`config.mk`:
```
export PLATFORM = sky130hd
export DESIGN_NAME = ips_patch_encoder_core_flat
export DESIGN_NICKNAME = d
export VERILOG_FILES = /design/src/rtl/ipe_pkg.sv /design/src/rtl/ipe_in_if.sv /design/src/rtl/ipe_out_if.sv /design/src/rtl/ipe_ram.sv /design/src/rtl/ipe_out_reg.sv /design/src/rtl/ips_patch_encoder_core.sv /design/src/flat_wrapper.sv
export VERILOG_INCLUDE_DIRS = /design/src /design/src/rtl
export SDC_FILE = /design/constraint.sdc
export NUM_CORES = 1
export LEC_CHECK = 0
export BUFFER_PORTS_ARGS = -buffer_cell sky130_fd_sc_hd__buf_2
export CAP_MARGIN = 30
export CELL_PAD_IN_SITES_DETAIL_PLACEMENT = 1
export CELL_PAD_IN_SITES_GLOBAL_PLACEMENT = 1
export CORE_ASPECT_RATIO = 1.1
export CORE_MARGIN = 8
export CORE_UTILIZATION = 39
export DETAILED_ROUTE_END_ITERATION = 10
export PLACE_DENSITY_LB_ADDON = 0.1
export SYNTH_ARGS = -nofsm -noshare
export SYNTH_HDL_FRONTEND = slang
export SYNTH_HIERARCHICAL = 1
export SYNTH_SLANG_ARGS = --single-unit
export TNS_END_PERCENT = 20
```
`constraint.sdc`:
```
create_clock -name clk -period 4.5 [get_ports clk]
set_clock_uncertainty 0.2 [all_clocks]
set_input_delay 0.225 -clock clk [delete_from_list [all_inputs] [get_ports clk]]
set_output_delay 0.225 -clock clk [all_outputs]
set_load 0.01 [all_outputs]
```
`src/rtl/ips_patch_encoder_core_assert.svh`:
```
// Assertion macros for the IPS patch encoder.
// Included by modules that check their own logic; expects clk and rst_n in scope.
`ifndef IPS_PATCH_ENCODER_CORE_ASSERT_SVH
`define IPS_PATCH_ENCODER_CORE_ASSERT_SVH

// Property that must hold at every clock edge out of reset.
`define IPE_ASSERT(label, prop) \
    label: assert property (@(posedge clk) disable iff (!rst_n) prop) \
        else $error("ips_patch_encoder_core: assertion failed");

// Condition that must never be seen out of reset.
`define IPE_NEVER(label, cond) \
    label: assert property (@(posedge clk) disable iff (!rst_n) !(cond)) \
        else $error("ips_patch_encoder_core: forbidden condition seen");

`endif

```
`src/rtl/ipe_pkg.sv`:
```
// Shared types, constants and byte tables for the IPS patch encoder.
// No dependencies.
`default_nettype none

package ipe_pkg;

    localparam int POS_W     = 24;
    localparam int RUN_W     = 6;
    localparam int BUF_DEPTH = 48;
    localparam int ADDR_W    = 6;

    localparam logic [RUN_W-1:0] HDR_LAST_IDX = 6'd4;
    localparam logic [RUN_W-1:0] REC_LAST_IDX = 6'd4;
    localparam logic [RUN_W-1:0] EOF_LAST_IDX = 6'd2;

    typedef struct packed {
        logic [7:0] out_byte;
        logic       last_of_burst;
        logic       patch_done;
    } out_beat_t;

    typedef enum logic [4:0] {
        S_IDLE = 5'b00001,
        S_HDR  = 5'b00010,
        S_REC  = 5'b00100,
        S_DATA = 5'b01000,
        S_EOF  = 5'b10000
    } seq_state_t;

    // "PATCH"
    function automatic logic [7:0] hdr_byte(input logic [2:0] idx);
        logic [7:0] b;
        case (idx)
            3'd0:    b = 8'h50;
            3'd1:    b = 8'h41;
            3'd2:    b = 8'h54;
            3'd3:    b = 8'h43;
            default: b = 8'h48;
        endcase
        return b;
    endfunction

    // "EOF"
    function automatic logic [7:0] eof_byte(input logic [1:0] idx);
        logic [7:0] b;
        case (idx)
            2'd0:    b = 8'h45;
            2'd1:    b = 8'h4F;
            default: b = 8'h46;
        endcase
        return b;
    endfunction

endpackage

`default_nettype wire

```
`src/rtl/ipe_in_if.sv`:
```
// Input channel: one base/modified byte pair per item.
// No dependencies.
`default_nettype none

interface ipe_in_if;
    logic       valid;
    logic       ready;
    logic [7:0] base_byte;
    logic [7:0] new_byte;
    logic       base_present;
    logic       end_of_file;

    modport source (output valid, base_byte, new_byte, base_present, end_of_file,
                    input ready);
    modport sink   (input valid, base_byte, new_byte, base_present, end_of_file,
                    output ready);
endinterface

`default_nettype wire

```
`src/rtl/ipe_out_if.sv`:
```
// Output channel: one patch stream byte per item.
// No dependencies.
`default_nettype none

interface ipe_out_if;
    logic       valid;
    logic       ready;
    logic [7:0] out_byte;
    logic       last_of_burst;
    logic       patch_done;

    modport source (output valid, out_byte, last_of_burst, patch_done, input ready);
    modport sink   (input valid, out_byte, last_of_burst, patch_done, output ready);
endinterface

`default_nettype wire

```
`src/rtl/ipe_ram.sv`:
```
// Generic single-write, single-read RAM with registered read data.
// No dependencies.
`default_nettype none

module ipe_ram #(
    parameter int WIDTH = 8,
    parameter int DEPTH = 48
) (
    input  wire logic                     clk,
    input  wire logic                     we,
    input  wire logic [$clog2(DEPTH)-1:0] waddr,
    input  wire logic [WIDTH-1:0]         wdata,
    input  wire logic                     re,
    input  wire logic [$clog2(DEPTH)-1:0] raddr,
    output logic      [WIDTH-1:0]         rdata
);

    logic [WIDTH-1:0] mem [DEPTH];
    logic [WIDTH-1:0] rdata_reg;

    always_ff @(posedge clk)
    begin
        if (we)
        begin
            mem[waddr] <= wdata;
        end
        if (re)
        begin
            rdata_reg <= mem[raddr];
        end
    end

    assign rdata = rdata_reg;

endmodule

`default_nettype wire

```
`src/rtl/ipe_out_reg.sv`:
```
// Output register stage for the patch byte stream.
// Depends on ipe_pkg and ipe_out_if.
`default_nettype none

module ipe_out_reg (
    input  wire logic              clk,
    input  wire logic              rst_n,
    input  wire logic              push,
    input  wire ipe_pkg::out_beat_t beat,
    output logic                   can_push,
    ipe_out_if.source              tx
);

    import ipe_pkg::*;

    logic      valid_reg;
    out_beat_t beat_reg;

    // Loads when empty or when the held byte leaves this cycle.
    assign can_push = !valid_reg || tx.ready;

    always_ff @(posedge clk or negedge rst_n)
    begin
        if (!rst_n)
        begin
            valid_reg <= 1'b0;
        end
        else if (push)
        begin
            valid_reg <= 1'b1;
        end
        else if (tx.ready)
        begin
            valid_reg <= 1'b0;
        end
    end

    always_ff @(posedge clk)
    begin
        if (push)
        begin
            beat_reg <= beat;
        end
    end

    assign tx.valid         = valid_reg;
    assign tx.out_byte      = beat_reg.out_byte;
    assign tx.last_of_burst = beat_reg.last_of_burst;
    assign tx.patch_done    = beat_reg.patch_done;

endmodule

`default_nettype wire

```
`src/rtl/ips_patch_encoder_core.sv`:
```
// IPS patch encoder top level: run tracking, run buffer RAM, byte sequencer.
// Depends on ipe_pkg, ipe_in_if, ipe_out_if, ipe_ram, ipe_out_reg and the assert header.
//
// Usage:
//   diff_items carries one base/modified byte pair per item, for every offset of the
//   modified file; base_present low means the base file has ended (always a mismatch),
//   end_of_file marks the final pair. patch_stream carries the IPS file one byte per
//   item: "PATCH" on the first item of a patch, one record (3-byte offset, 2-byte
//   length, data) per closed run, and "EOF" after the end-marked item. last_of_burst
//   flags the final byte caused by an input item, patch_done the last "EOF" byte.
//   Items are taken one at a time. An item that produces no byte is taken and the
//   next can follow at once. Otherwise the sequencer emits one byte per cycle, while
//   patch_stream does not stall, after the accept cycle, for N output bytes (N up to
//   5 + 5 + MAX_RUN + 3). Run data is replayed from the buffer RAM, whose read is
//   prefetched one byte ahead, so the RAM read does not hold up the byte stream.
//   A byte reaches patch_stream in the cycle after the sequencer produces it.
//   A stall on patch_stream freezes the sequencer; no byte is dropped, and no new
//   input item is taken until the current one has all its bytes queued.
//   Reset clears position, run state and the header flag; the buffer RAM needs no
//   clearing, since only entries written in the open run are ever read back.
`default_nettype none

module ips_patch_encoder_core #(
    parameter int MAX_RUN = 48
) (
    input  wire logic clk,
    input  wire logic rst_n,
    ipe_in_if.sink    diff_items,
    ipe_out_if.source patch_stream
);

    import ipe_pkg::*;

    // Persistent run tracking
    logic [POS_W-1:0] position_reg;
    logic             header_sent_reg;
    logic             in_run_reg;
    logic [POS_W-1:0] run_start_reg;
    logic [RUN_W-1:0] run_length_reg;

    // Work captured for the item being emitted
    logic             job_hdr_reg;
    logic             job_rec_reg;
    logic             job_eof_reg;
    logic [POS_W-1:0] rec_start_reg;
    logic [RUN_W-1:0] rec_len_reg;

    seq_state_t       state_reg, state_next;
    logic [RUN_W-1:0] cnt_reg, cnt_next;

    // Accept-time decode
    logic             in_fire;
    logic             mismatch;
    logic             new_run;
    logic [RUN_W-1:0] wr_idx;
    logic [RUN_W-1:0] len_after;
    logic             close_now;
    logic             in_run_after;
    logic             close_at_end;
    logic             rec_any;
    logic [POS_W-1:0] start_after;

    // Sequencer outputs
    logic             push;
    logic             can_push;
    out_beat_t        beat;
    logic             ram_re;
    logic [ADDR_W-1:0] ram_raddr;
    logic [7:0]       ram_rdata;

    assign diff_items.ready = (state_reg == S_IDLE);
    assign in_fire = diff_items.valid && diff_items.ready;

    assign mismatch = !diff_items.base_present || (diff_items.base_byte != diff_items.new_byte);
    assign new_run = mismatch && !in_run_reg;
    assign wr_idx = in_run_reg ? run_length_reg : '0;
    assign len_after = mismatch ? wr_idx + RUN_W'(1) : run_length_reg;
    // Close on a match ending a run, or when the run fills.
    assign close_now = mismatch ? (len_after >= RUN_W'(MAX_RUN)) : in_run_reg;
    assign in_run_after = mismatch && !close_now;
    assign close_at_end = diff_items.end_of_file && in_run_after;
    assign rec_any = close_now || close_at_end;
    assign start_after = new_run ? position_reg : run_start_reg;

    ipe_ram #(
        .WIDTH (8),
        .DEPTH (BUF_DEPTH)
    ) u_run_buf (
        .clk   (clk),
        .we    (in_fire && mismatch),
        .waddr (wr_idx[ADDR_W-1:0]),
        .wdata (diff_items.new_byte),
        .re    (ram_re),
        .raddr (ram_raddr),
        .rdata (ram_rdata)
    );

    always_ff @(posedge clk or negedge rst_n)
    begin
        if (!rst_n)
        begin
            position_reg    <= '0;
            header_sent_reg <= 1'b0;
            in_run_reg      <= 1'b0;
            run_start_reg   <= '0;
            run_length_reg  <= '0;
            job_hdr_reg     <= 1'b0;
            job_rec_reg     <= 1'b0;
            job_eof_reg     <= 1'b0;
        end
        else if (in_fire)
        begin
            job_hdr_reg <= !header_sent_reg;
            job_rec_reg <= rec_any;
            job_eof_reg <= diff_items.end_of_file;
            if (diff_items.end_of_file)
            begin
                // End of patch: run tracking back to reset values.
                position_reg    <= '0;
                header_sent_reg <= 1'b0;
                in_run_reg      <= 1'b0;
                run_start_reg   <= '0;
                run_length_reg  <= '0;
            end
            else
            begin
                position_reg    <= position_reg + POS_W'(1);
                header_sent_reg <= 1'b1;
                in_run_reg      <= in_run_after;
                run_start_reg   <= start_after;
                run_length_reg  <= in_run_after ? len_after : '0;
            end
        end
    end

    always_ff @(posedge clk)
    begin
        if (in_fire)
        begin
            rec_start_reg <= start_after;
            rec_len_reg   <= len_after;
        end
    end

    always_ff @(posedge clk or negedge rst_n)
    begin
        if (!rst_n)
        begin
            state_reg <= S_IDLE;
            cnt_reg   <= '0;
        end
        else
        begin
            state_reg <= state_next;
            cnt_reg   <= cnt_next;
        end
    end

    // Byte sequencer: header, record, run data, trailer.
    always_comb
    begin
        state_next = state_reg;
        cnt_next   = cnt_reg;
        push       = 1'b0;
        beat       = '0;
        ram_re     = 1'b0;
        ram_raddr  = '0;
        case (state_reg)
            S_IDLE:
            begin
                cnt_next = '0;
                if (in_fire)
                begin
                    if (!header_sent_reg)
                    begin
                        state_next = S_HDR;
                    end
                    else if (rec_any)
                    begin
                        state_next = S_REC;
                    end
                    else if (diff_items.end_of_file)
                    begin
                        state_next = S_EOF;
                    end
                end
            end
            S_HDR:
            begin
                beat.out_byte      = hdr_byte(cnt_reg[2:0]);
                beat.last_of_burst = (cnt_reg == HDR_LAST_IDX) && !job_rec_reg && !job_eof_reg;
                push = can_push;
                if (push)
                begin
                    if (cnt_reg == HDR_LAST_IDX)
                    begin
                        cnt_next = '0;
                        if (job_rec_reg)
                        begin
                            state_next = S_REC;
                        end
                        else if (job_eof_reg)
                        begin
                            state_next = S_EOF;
                        end
                        else
                        begin
                            state_next = S_IDLE;
                        end
                    end
                    else
                    begin
                        cnt_next = cnt_reg + RUN_W'(1);
                    end
                end
            end
            S_REC:
            begin
                case (cnt_reg[2:0])
                    3'd0:    beat.out_byte = rec_start_reg[23:16];
                    3'd1:    beat.out_byte = rec_start_reg[15:8];
                    3'd2:    beat.out_byte = rec_start_reg[7:0];
                    3'd3:    beat.out_byte = 8'h00;
                    default: beat.out_byte = {{(8-RUN_W){1'b0}}, rec_len_reg};
                endcase
                push = can_push;
                if (push)
                begin
                    if (cnt_reg == REC_LAST_IDX)
                    begin
                        // Prefetch the first data byte.
                        ram_re     = 1'b1;
                        cnt_next   = '0;
                        state_next = S_DATA;
                    end
                    else
                    begin
                        cnt_next = cnt_reg + RUN_W'(1);
                    end
                end
            end
            S_DATA:
            begin
                beat.out_byte      = ram_rdata;
                beat.last_of_burst = (cnt_reg == rec_len_reg - RUN_W'(1)) && !job_eof_reg;
                push = can_push;
                if (push)
                begin
                    if (cnt_reg == rec_len_reg - RUN_W'(1))
                    begin
                        cnt_next   = '0;
                        state_next = job_eof_reg ? S_EOF : S_IDLE;
                    end
                    else
                    begin
                        ram_re    = 1'b1;
                        ram_raddr = cnt_reg[ADDR_W-1:0] + ADDR_W'(1);
                        cnt_next  = cnt_reg + RUN_W'(1);
                    end
                end
            end
            S_EOF:
            begin
                beat.out_byte      = eof_byte(cnt_reg[1:0]);
                beat.last_of_burst = (cnt_reg == EOF_LAST_IDX);
                beat.patch_done    = (cnt_reg == EOF_LAST_IDX);
                push = can_push;
                if (push)
                begin
                    if (cnt_reg == EOF_LAST_IDX)
                    begin
                        cnt_next   = '0;
                        state_next = S_IDLE;
                    end
                    else
                    begin
                        cnt_next = cnt_reg + RUN_W'(1);
                    end
                end
            end
            default:
            begin
                state_next = S_IDLE;
                cnt_next   = '0;
            end
        endcase
    end

    ipe_out_reg u_out_reg (
        .clk      (clk),
        .rst_n    (rst_n),
        .push     (push),
        .beat     (beat),
        .can_push (can_push),
        .tx       (patch_stream)
    );

`include "ips_patch_encoder_core_assert.svh"

    // An open run never sits at or beyond the split length between items.
    `IPE_ASSERT(a_run_below_max, run_length_reg < RUN_W'(MAX_RUN))
    // No buffered bytes without an open run.
    `IPE_ASSERT(a_len_needs_run, !in_run_reg |-> (run_length_reg == '0))
    // A fresh patch starts from offset zero with no run.
    `IPE_ASSERT(a_fresh_patch, !header_sent_reg |-> ((position_reg == '0) && !in_run_reg))
    // Data replay stays inside the captured run.
    `IPE_ASSERT(a_data_in_range, (state_reg == S_DATA) |-> (cnt_reg < rec_len_reg))
    // The trailer's final byte always closes its item's burst.
    `IPE_NEVER(a_done_is_last, push && beat.patch_done && !beat.last_of_burst)

endmodule

`default_nettype wire
```
`src/flat_wrapper.sv`:
```
// flat-port wrapper written by rule: the top's interface ports become plain ports
module ips_patch_encoder_core_flat import ipe_pkg::*;
#(
    parameter int MAX_RUN = 48
)
  (clk, rst_n, diff_items_valid, diff_items_base_byte, diff_items_new_byte, diff_items_base_present, diff_items_end_of_file, diff_items_ready, patch_stream_valid, patch_stream_out_byte, patch_stream_last_of_burst, patch_stream_patch_done, patch_stream_ready);
  ipe_in_if diff_items_i ();
  ipe_out_if patch_stream_i ();
  input  wire logic clk;
  input  wire logic rst_n;
  input wire logic [$bits(diff_items_i.valid)-1:0] diff_items_valid;
  input wire logic [$bits(diff_items_i.base_byte)-1:0] diff_items_base_byte;
  input wire logic [$bits(diff_items_i.new_byte)-1:0] diff_items_new_byte;
  input wire logic [$bits(diff_items_i.base_present)-1:0] diff_items_base_present;
  input wire logic [$bits(diff_items_i.end_of_file)-1:0] diff_items_end_of_file;
  output wire logic [$bits(diff_items_i.ready)-1:0] diff_items_ready;
  output wire logic [$bits(patch_stream_i.valid)-1:0] patch_stream_valid;
  output wire logic [$bits(patch_stream_i.out_byte)-1:0] patch_stream_out_byte;
  output wire logic [$bits(patch_stream_i.last_of_burst)-1:0] patch_stream_last_of_burst;
  output wire logic [$bits(patch_stream_i.patch_done)-1:0] patch_stream_patch_done;
  input wire logic [$bits(patch_stream_i.ready)-1:0] patch_stream_ready;
  assign diff_items_i.valid = diff_items_valid;
  assign diff_items_i.base_byte = diff_items_base_byte;
  assign diff_items_i.new_byte = diff_items_new_byte;
  assign diff_items_i.base_present = diff_items_base_present;
  assign diff_items_i.end_of_file = diff_items_end_of_file;
  assign diff_items_ready = diff_items_i.ready;
  assign patch_stream_valid = patch_stream_i.valid;
  assign patch_stream_out_byte = patch_stream_i.out_byte;
  assign patch_stream_last_of_burst = patch_stream_i.last_of_burst;
  assign patch_stream_patch_done = patch_stream_i.patch_done;
  assign patch_stream_i.ready = patch_stream_ready;
  ips_patch_encoder_core #(.MAX_RUN(MAX_RUN)) u_core (.clk(clk), .rst_n(rst_n), .diff_items(diff_items_i), .patch_stream(patch_stream_i));
endmodule
```
==> reports/qor.txt <==
Synth Net Count: 1374
Mapped Avg Cell Area: 15.77 µm²
Fin. max-slew vios: 0
CTS tree: yes
Vias/cell: 5.483
Worst Tran Pin Value: 0.9782 ns
Number of max-cap violations: 0
Initial Util: 0.3949
Power Dens Cells: 468.1 nW/µm²
Top Ports: 34
Ys Warns: 6
Outcome: completed
Core area: 53670 µm²
Global-route wire length before repair: 85380 µm
Most frequent cells in the layout: 432 x edfxtp_1, 130 x mux2i_1, 85 x nor2_1
Via count: 12063
Fmax: 236.8 MHz
Slew Limit Headroom: 0.3455
Fraction of the yosys area taken by sequential cells: 0.6947
Nets: 1459
Ys async rst share: 0.1394
Clock share of power: 0.395
GPL Wtd Cong: 0.7909
Total CTS buffers: 55
Residual DRC: 0
Flop pwr share: 0.477
Reg-to-Reg Start: u_core/rec_len_reg[0]
Crit path required time: 4.71 ns
Syn Std Cell Area: 21200 µm²
Leakage Power: 0.008009 µW
Final setup fails: 0
Share of layout cells above drive strength 1: 0.1923
Synth unique cells: 67
Root buf cell: clkbuf_16
Clock Latency Late Sink: 0.60 ns
Setup TNS: 0 ns
Path depth of the worst reg2reg path: 16
Fill count: 5228
Logic pwr share: 0.128
Worst path max stage delay: 0.44 ns
Placed insts: 2092
Ant diodes: 0
Initial antenna violation count: 0
Die H: 260.5 µm
Max reg flops: 384
Final total power: 11420 µW
Non-Filler Instances: 2200
Worst-path clk slew: 0.06 ns
Reg with most FFs: u_core/u_run_buf/mem
Min cycle time layout: 4.223 ns
CP Cell Sequence: inv_1 > ha_1 > xnor2_1 > nor4_4 > a31oi_2 > nand2_2 > nor2_4 > buf_12 > buf_4 > buf_12 > buf_4 > mux2i_1 > a22o_1 > a221oi_1 > o22ai_1 > o41ai_2
Vias in the first global route: 12597
Hold Fails Final Rpt: 0
Crit Path Max Fanout: 36
Critical path type: reg2reg
R2r endpoint: u_core/u_run_buf/rdata[6]
HP Class: in2reg
EDFF count, synth: 432
Placed inst area: 22490 µm²
Max Root-Sink Buffers: 3
Fin area: 24390 µm²
Worst EP arrival: 4.44 ns
Initial DRC Count: 976
ANT nets after route: 0
Htree depth: 2
Rows: 89
Post-Syn Instances: 1344
Ys flop type: edfxtp_1
Sink Count: 502
CP max stage cell: edfxtp_1
Power Internal: 8507 µW
CP Capture Point: u_core/u_run_buf/rdata[6]
Pin count of the biggest net entering global routing: 53
Grt ovf: 0
DP Wirelength: 37850 µm
Period utilization: 0.9383
Area of the die: 62070 µm²
Commonest non-fill, non-tap cell in the layout: edfxtp_1
RSZ-0062 raised after global routing: no
Max IR drop VDD: 0.3410 mV
Synth Register Bits: 502
Startpoint Class: flip-flop
CP endpoint kind: flip-flop
Hold path depth: 2
P_sw: 2909 µW
Avg WL per Cell: 26.05 µm
Area Growth Syn to Fin: 15.06%
Final WL: 57300 µm
IO Port Bufs: 33
Die width: 238.3 µm
R2r setup slk: 0.28 ns
Switching Share: 0.2548
Total GRT Usage: 0.1850
First-pass DRT Iterations: 8
Critical Path Start: u_core/rec_len_reg[0]
[area by class of cell]
type                            instances  area [µm²]  area share
Clock buffer                           66        1439     0.05900
Multi-Input combinational cell        748        6025      0.2470
Timing Repair Buffer                  106       860.8     0.03530
Inverter                               16       65.06    0.002668
Tap cell                              728       910.9     0.03735
Sequential cell                       502       14730      0.6038
Clock inverter                         34       362.8     0.01488
[per-stage QoR]
step | setup slack, ns | hold slack [ns] | util
6_report | 0.2775 | 0.03141 | 0.4544
5_1_grt | 0.04290 | 0.06745 | 0.4544
4_1_cts | 0.02367 | 0.02738 | 0.4540
3_5_place_dp | 0.05586 | -0.05054 | 0.4191
3_3_place_gp | 0.09968 | 0.2547 | 0.4180
2_1_floorplan | 1.030 | -0.2706 | -
[logic make-up after synthesis]
logic type | synth area share
flops | 0.6947
simple gates | 0.06546
compound gates | 0.07886
mux | 0.1188
buf+inv | 0.02302
xor+xnor | 0.01446
fa+ha+maj | 0.004722
[worst max-delay path, delay by kind of cell, from the launching register on]
kind                       cells  cell delay (ns)
AOI/OAI and AO/OA              5             1.31
xor gates and xnor gates       1             0.26
adders and majority gates      1             0.30
buffers and inverters          5             0.93
DFF                            1             0.44
muxes                          1             0.09
and+or+nand+nor                3             0.47
[Yosys cell counts (5+ instances only)]
cell,n,share of area
edfxtp_1,432,0.61
mux2i_1,130,0.061
nor2_1,88,0.016
nand2_1,76,0.013
dfrtp_1,69,0.081
a22oi_1,58,0.021
o21ai_0,43,0.010
mux4_2,40,0.043
a21oi_1,35,0.0083
clkbuf_1,34,0.0060
mux2_2,27,0.014
a22o_1,25,0.010
nand3_1,24,0.0057
a221oi_1,18,0.0074
xnor2_1,18,0.0074
xor2_1,17,0.0070
inv_1,14,0.0025
buf_2,13,0.0031
nor3_1,13,0.0031
buf_1,10,0.0018
buf_4,10,0.0035
buf_6,10,0.0053
o22ai_1,10,0.0030
and2_1,9,0.0027
a222oi_1,8,0.0038
ha_1,8,0.0047
nor2b_1,8,0.0024
o41ai_2,8,0.0061
a21o_1,7,0.0025
and3_1,6,0.0018
nand2b_1,6,0.0018
nand3b_1,6,0.0021
or2_2,6,0.0018
or3_1,6,0.0018
and4_1,5,0.0021
nand4_1,5,0.0015
[worst min path at each step]
stage,start,to
after detailed placement,rst_n,u_core/run_start_reg[20]
after floorplan,rst_n,u_core/cnt_reg[0]
final,diff_items_end_of_file,u_core/header_sent_reg
after global placement,rst_n,u_core/run_start_reg[20]
after CTS,diff_items_end_of_file,u_core/run_start_reg[22]
after global routing,diff_items_end_of_file,u_core/run_start_reg[11]
[power by group through the flow]
stage,clock (µW),sequential (µW),combinational (µW)
CTS,4650,5440,1490
global placement,0,5540,1450
detailed placement,0,5540,1480
floorplan,0,5510,930
finish,4510,5440,1460
global route,4790,5460,1600
[layer usage]
| metal | wire length, µm | vias to the layer above | share of wire | global-route usage |
|---|---|---|---|---|
| met5 | 0 | - | 0 | 0 |
| met4 | 1946 | 0 | 0.034 | 0.06945 |
| met3 | 2376 | 78 | 0.041 | 0.02733 |
| met2 | 26580 | 253 | 0.46 | 0.2923 |
| met1 | 26400 | 6303 | 0.46 | 0.2576 |
| li1 | - | 5429 | - | - |
[what timing repair did]
item                                    CTS  global route
endpoints found under the setup margin    0             8
resized for setup                         0             3
buffers inserted                          0             0
hold buffers                              7             0
endpoints found under the hold margin    78             0
No activity file was read; power rests on OpenSTA's default activity.
